<file path="src/design/region_stats_and_adjacency_macros.svh">
// Assertion macros shared by the region statistics design files.
// Needs signals clk and arst_n in the scope of each use.
`ifndef REGION_STATS_AND_ADJACENCY_MACROS_SVH
`define REGION_STATS_AND_ADJACENCY_MACROS_SVH

// Check a consequence in the same cycle as its cause.
`define RSA_ASSERT_NOW(lbl, ante, cons, msg) \
	lbl: assert property (@(posedge clk) disable iff (!arst_n) (ante) |-> (cons)) \
		else $error(msg);

// Check a consequence in the cycle after its cause.
`define RSA_ASSERT_NEXT(lbl, ante, cons, msg) \
	lbl: assert property (@(posedge clk) disable iff (!arst_n) (ante) |=> (cons)) \
		else $error(msg);

`endif

</file>
<file path="src/design/rsa_ram.sv">
// Generic simple dual-port RAM: one write port, one read port, registered read.
// Read of an address written in the same cycle returns the old data. No dependencies.
module rsa_ram #(
	parameter int unsigned WIDTH = 8,
	parameter int unsigned DEPTH = 16
) (
	input  logic                     clk,
	input  logic                     wr_en,
	input  logic [$clog2(DEPTH)-1:0] wr_addr,
	input  logic [WIDTH-1:0]         wr_data,
	input  logic [$clog2(DEPTH)-1:0] rd_addr,
	output logic [WIDTH-1:0]         rd_data
);

	logic [WIDTH-1:0] mem [DEPTH];

	always_ff @(posedge clk) begin
		if (wr_en) begin
			mem[wr_addr] <= wr_data;
		end
		rd_data <= mem[rd_addr];
	end

endmodule

</file>
<file path="config.mk">
export PLATFORM = sky130hd
export DESIGN_NAME = rsa_ram
export DESIGN_NICKNAME = d
export VERILOG_FILES = /design/src/design/region_stats_and_adjacency_macros.svh /design/src/design/rsa_ram.sv
export SDC_FILE = /design/constraint.sdc
export NUM_CORES = 1
export LEC_CHECK = 0
export BUFFER_PORTS_ARGS = -buffer_cell sky130_fd_sc_hd__buf_2
export CORE_MARGIN = 2
export CORE_UTILIZATION = 32
export CTS_BUF_LIST = sky130_fd_sc_hd__clkbuf_4 sky130_fd_sc_hd__clkbuf_8
export DETAILED_ROUTE_END_ITERATION = 8
export PLACE_DENSITY_LB_ADDON = 0.08
export SYNTH_ARGS = -nofsm -noshare
export SYNTH_HDL_FRONTEND = slang
export SYNTH_SLANG_ARGS = --single-unit
</file>
<file path="constraint.sdc">
create_clock -name clk -period 3.8 [get_ports clk]
set_input_delay 0.38 -clock clk [delete_from_list [all_inputs] [get_ports clk]]
set_output_delay 0.38 -clock clk [all_outputs]
set_load 0.1 [all_outputs]
</file>
After elaboration in Yosys (flattened, before gate mapping)
Memories as Yosys holds them, arrays and structs flattened. A register that Yosys moved wholly into a read port is not among the register bits.
Index checks and enable logic that the tools add are counted.
{"block": "totals", "memories": 1, "inputBits": 18, "register_bits": 0, "mem_bits_rw": 128}
{"name": "mem", "words": 16, "width": 8, "rd": 1, "rd_ports_with_merged_regs": 1, "write_ports": 1, "line": "rsa_ram.sv:15", "source": "logic [WIDTH-1:0] mem [DEPTH];"}
{"block": "classes", "n_mux": 2}
{"cell": "2-to-1 mux 1 bit", "count": 2}

Depth between registers and ports, before layout
{"block": "depth", "depth_word": 2, "depth_mapped": 5, "ltp_nobuf": 3}

Worst setup path before layout
No wires, ideal clock.
{"block": "synth_path", "kind": "input to register", "startpoint": "input wr_addr[2]", "endpoint": "memory mem[0][0] (enable)", "setup_slack_ns": 1.927, "required_time_ns": 3.417, "setup_ns": 0.383, "t_arrival_ns": 1.490, "path_buffers": 0, "stages": 2, "cell_sequence": "or3b_2 -> nor3_1"}
{"item": "start: declaration", "line": "rsa_ram.sv:9", "source": "input logic [$clog2(DEPTH)-1:0] wr_addr,"}
{"item": "end: declaration", "line": "rsa_ram.sv:15"}
Straight into the memory's write port.

Worst setup path in the final report
{"block": "layout_path", "startpoint": "register rd_data[6], read port of mem", "endpoint": "output rd_data[6]"}
{"item": "start: declaration", "line": "rsa_ram.sv:12", "source": "output logic [WIDTH-1:0] rd_data"}
No word-level cell between the ends.

==> impl_metrics.tcl <==
set metrics [dict create \
    crit_type "reg2out" \
    dpl_cell_area_um2 5520 \
    grt_max_degree 33 \
    n_antenna_cell 0 \
    setup_viol 0 \
    slew_headroom 0.309 \
    numClockSinks 136 \
    postCtsSetupRepairBufs 0 \
    p_per_area_nw_per_um2 515 \
    clock-root-buffer "clkbuf_8" \
    clk_path_buf_depth 2 \
    cp_max_fo 1 \
    total_power_mw 3.04 \
    synth-compound-area-share 0.0233 \
    critPathMaxStageDelay_ns 0.46 \
    worst-path-buf-inv 1 \
    syn-cell-area_um2 5150 \
    synth_xor_area_frac 0 \
    io_pins 26 \
    rows 46 \
    vdd.ir_drop.worst_mv 0.200 \
    hold_ws_ns 0.322 \
    worstPathCellList "buf_2" \
    drv_cap 0 \
    drtIter0Drc 263 \
    wl_per_cell_um 22.5 \
    antenna_found_initial 0 \
    rsz0062_at_grt "no" \
    end_kind "output port" \
    finalMaxSlewViolations 0 \
    cts_inserted_buffers 17 \
    post_cts_resize_count 0 \
    cpLargestDelayFamily "buffers and inverters" \
    vias_per_cell 4.71 \
    wirelength_um 11300 \
    finalInstanceArea_um2 5890 \
    seq_area_frac_synth 0.778 \
    startpoint_type "register" \
    initial_utilization 0.325 \
    power_leakage_nw 1.93 \
    synthCells 229 \
    htreeDepth 4 \
    period_needed_ns 1.69 \
    clock_latency_ns 0.45 \
    synth_top_area_cell "edfxtp_1" \
    worstMarginPinSlew_ns 1.03 \
    ys_warn_count 0 \
    drive_above_1_share 0.288 \
    status "completed" \
    cpMaxStageDelayCell "buf_2" \
    hold_class "in2reg" \
    track_usage 0.148 \
    fin_crit_sh 0.445 \
    rrSetupSlack_ns 2.45 \
    max_freq_mhz 592 \
    ant_nets 0 \
    clock_skew_ns 0.00852 \
    clkTransAtPathRegs_ns 0.07 \
    post-place-ws_ns 1.75 \
    hold_viol_final 0 \
    vias 2362 \
    ys_types 19 \
    port-buffer-count 25 \
    synth_fa_ha_area_frac 0 \
    grt_pass1_vias 2547 \
    synth_top_family_by_area "multiplexers" \
    nNetsFinal 290 \
    setup_ws_ns 2.11 \
    synth_top_area_frac 0.747 \
    grt_first_pass_wirelength_um 16900 \
    post-route-drc-count 0 \
    synth_area_leaders "edfxtp_1 75%, mux4_2 7.9%, mux4_1 7.1%" \
    place_congestion 0.676 \
    tns_ns 0 \
    synth-simple-area-share 0.0318 \
    avgSynthCellArea_um2 22.5 \
    dr.pass1.iters 4 \
    area_delta_synth_final_pct 14.5 \
    ys_ff_latch 136 \
    dieArea_um2 17100 \
    muxShareOfSynthArea 0.150 \
    hpwl_um 6990 \
    overflow 0 \
    n_fill_cell 1466 \
    cp.required_ns 3.42 \
    core_area_um2 15800 \
    postCtsHoldBufs 0 \
    cp.arrival_ns 1.31 \
    cts_tree "done" \
    die_w_um 131 \
    syn-num-nets 247 \
    fp.dieH_um 131 \
]
cell families after synthesis:
kind of cell | Yosys count
and+or+nand+nor | 35
AOI/OAI and AO/OA | 16
buffers and inverters | 10
DFF | 136
muxes | 32
Yosys cell counts:
cell type,number
buf_4,1
nor3_1,4
and2b_1,1
nand3_1,1
nor2b_1,1
dfxtp_1,8
mux4_1,14
mux4_2,18
edfxtp_1,128
buf_6,3
buf_2,3
nand2b_1,2
a22oi_1,16
clkdlybuf4s25_2,3
nor2_1,13
and2_1,1
nand3b_1,2
nand2_1,9
or3b_2,1
layer usage:
layer	up-vias	wire length (um)	global-route usage
met5	-	0	0
met4	0	236	0.0676
met3	15	522	0.0411
met2	58	5410	0.221
met1	1231	5120	0.203
li1	1058	-	-
cell type report:
class / instances / area [um^2] / area share
Clock buffer: 21 / 264 / 0.0448
Clock inverter: 11 / 106 / 0.0180
Multi-Input combinational cell: 83 / 1060 / 0.179
Sequential cell: 136 / 4000 / 0.679
Tap cell: 216 / 270 / 0.0459
Timing Repair Buffer: 34 / 193 / 0.0327
placed cells by master (no fill, tap or decap), drive strengths merged, types with 2 or more instances in the layout:
cell / count
nor2: 13
buf: 34
nand2: 9
nor3: 4
clkbuf: 21
nand3b: 2
mux4: 32
dfxtp: 8
nand2b: 2
clkinv: 7
bufinv: 2
clkinvlp: 2
a22oi: 16
edfxtp: 128
path summary, 6_finish.rpt:
kind | startpoint | end | cells after the start
setup reg to reg | mem[9][4] | rd_data[4] | 3
hold / removal | wr_data[7] | mem[3][7] | 1
hold reg to reg | mem[13][3] | rd_data[3] | 3
setup / recovery | rd_data[6] | rd_data[6] | 1
power breakdown:
group / internal (mW) / switching, mW / total, mW / leakage [nW]
registers: 1.68 / 0.0107 / 1.69 / 1.22
logic: 0.0624 / 0.162 / 0.224 / 0.517
clock network: 0.599 / 0.526 / 1.13 / 0.190
total: 2.34 / 0.699 / 3.04 / 1.93
per-stage QoR:
step / util / std cells
2_1_floorplan: - / 229
3_5_place_dp: 0.349 / 469
4_1_cts: 0.372 / 501
3_3_place_gp: 0.349 / 469
6_report: 0.372 / 501
5_1_grt: 0.372 / 501
registers in the layout, indices dropped and copies added, names as in the netlist:
register and cells:
rd_data 8, mem 128
Power figures use the tool's default switching activity.
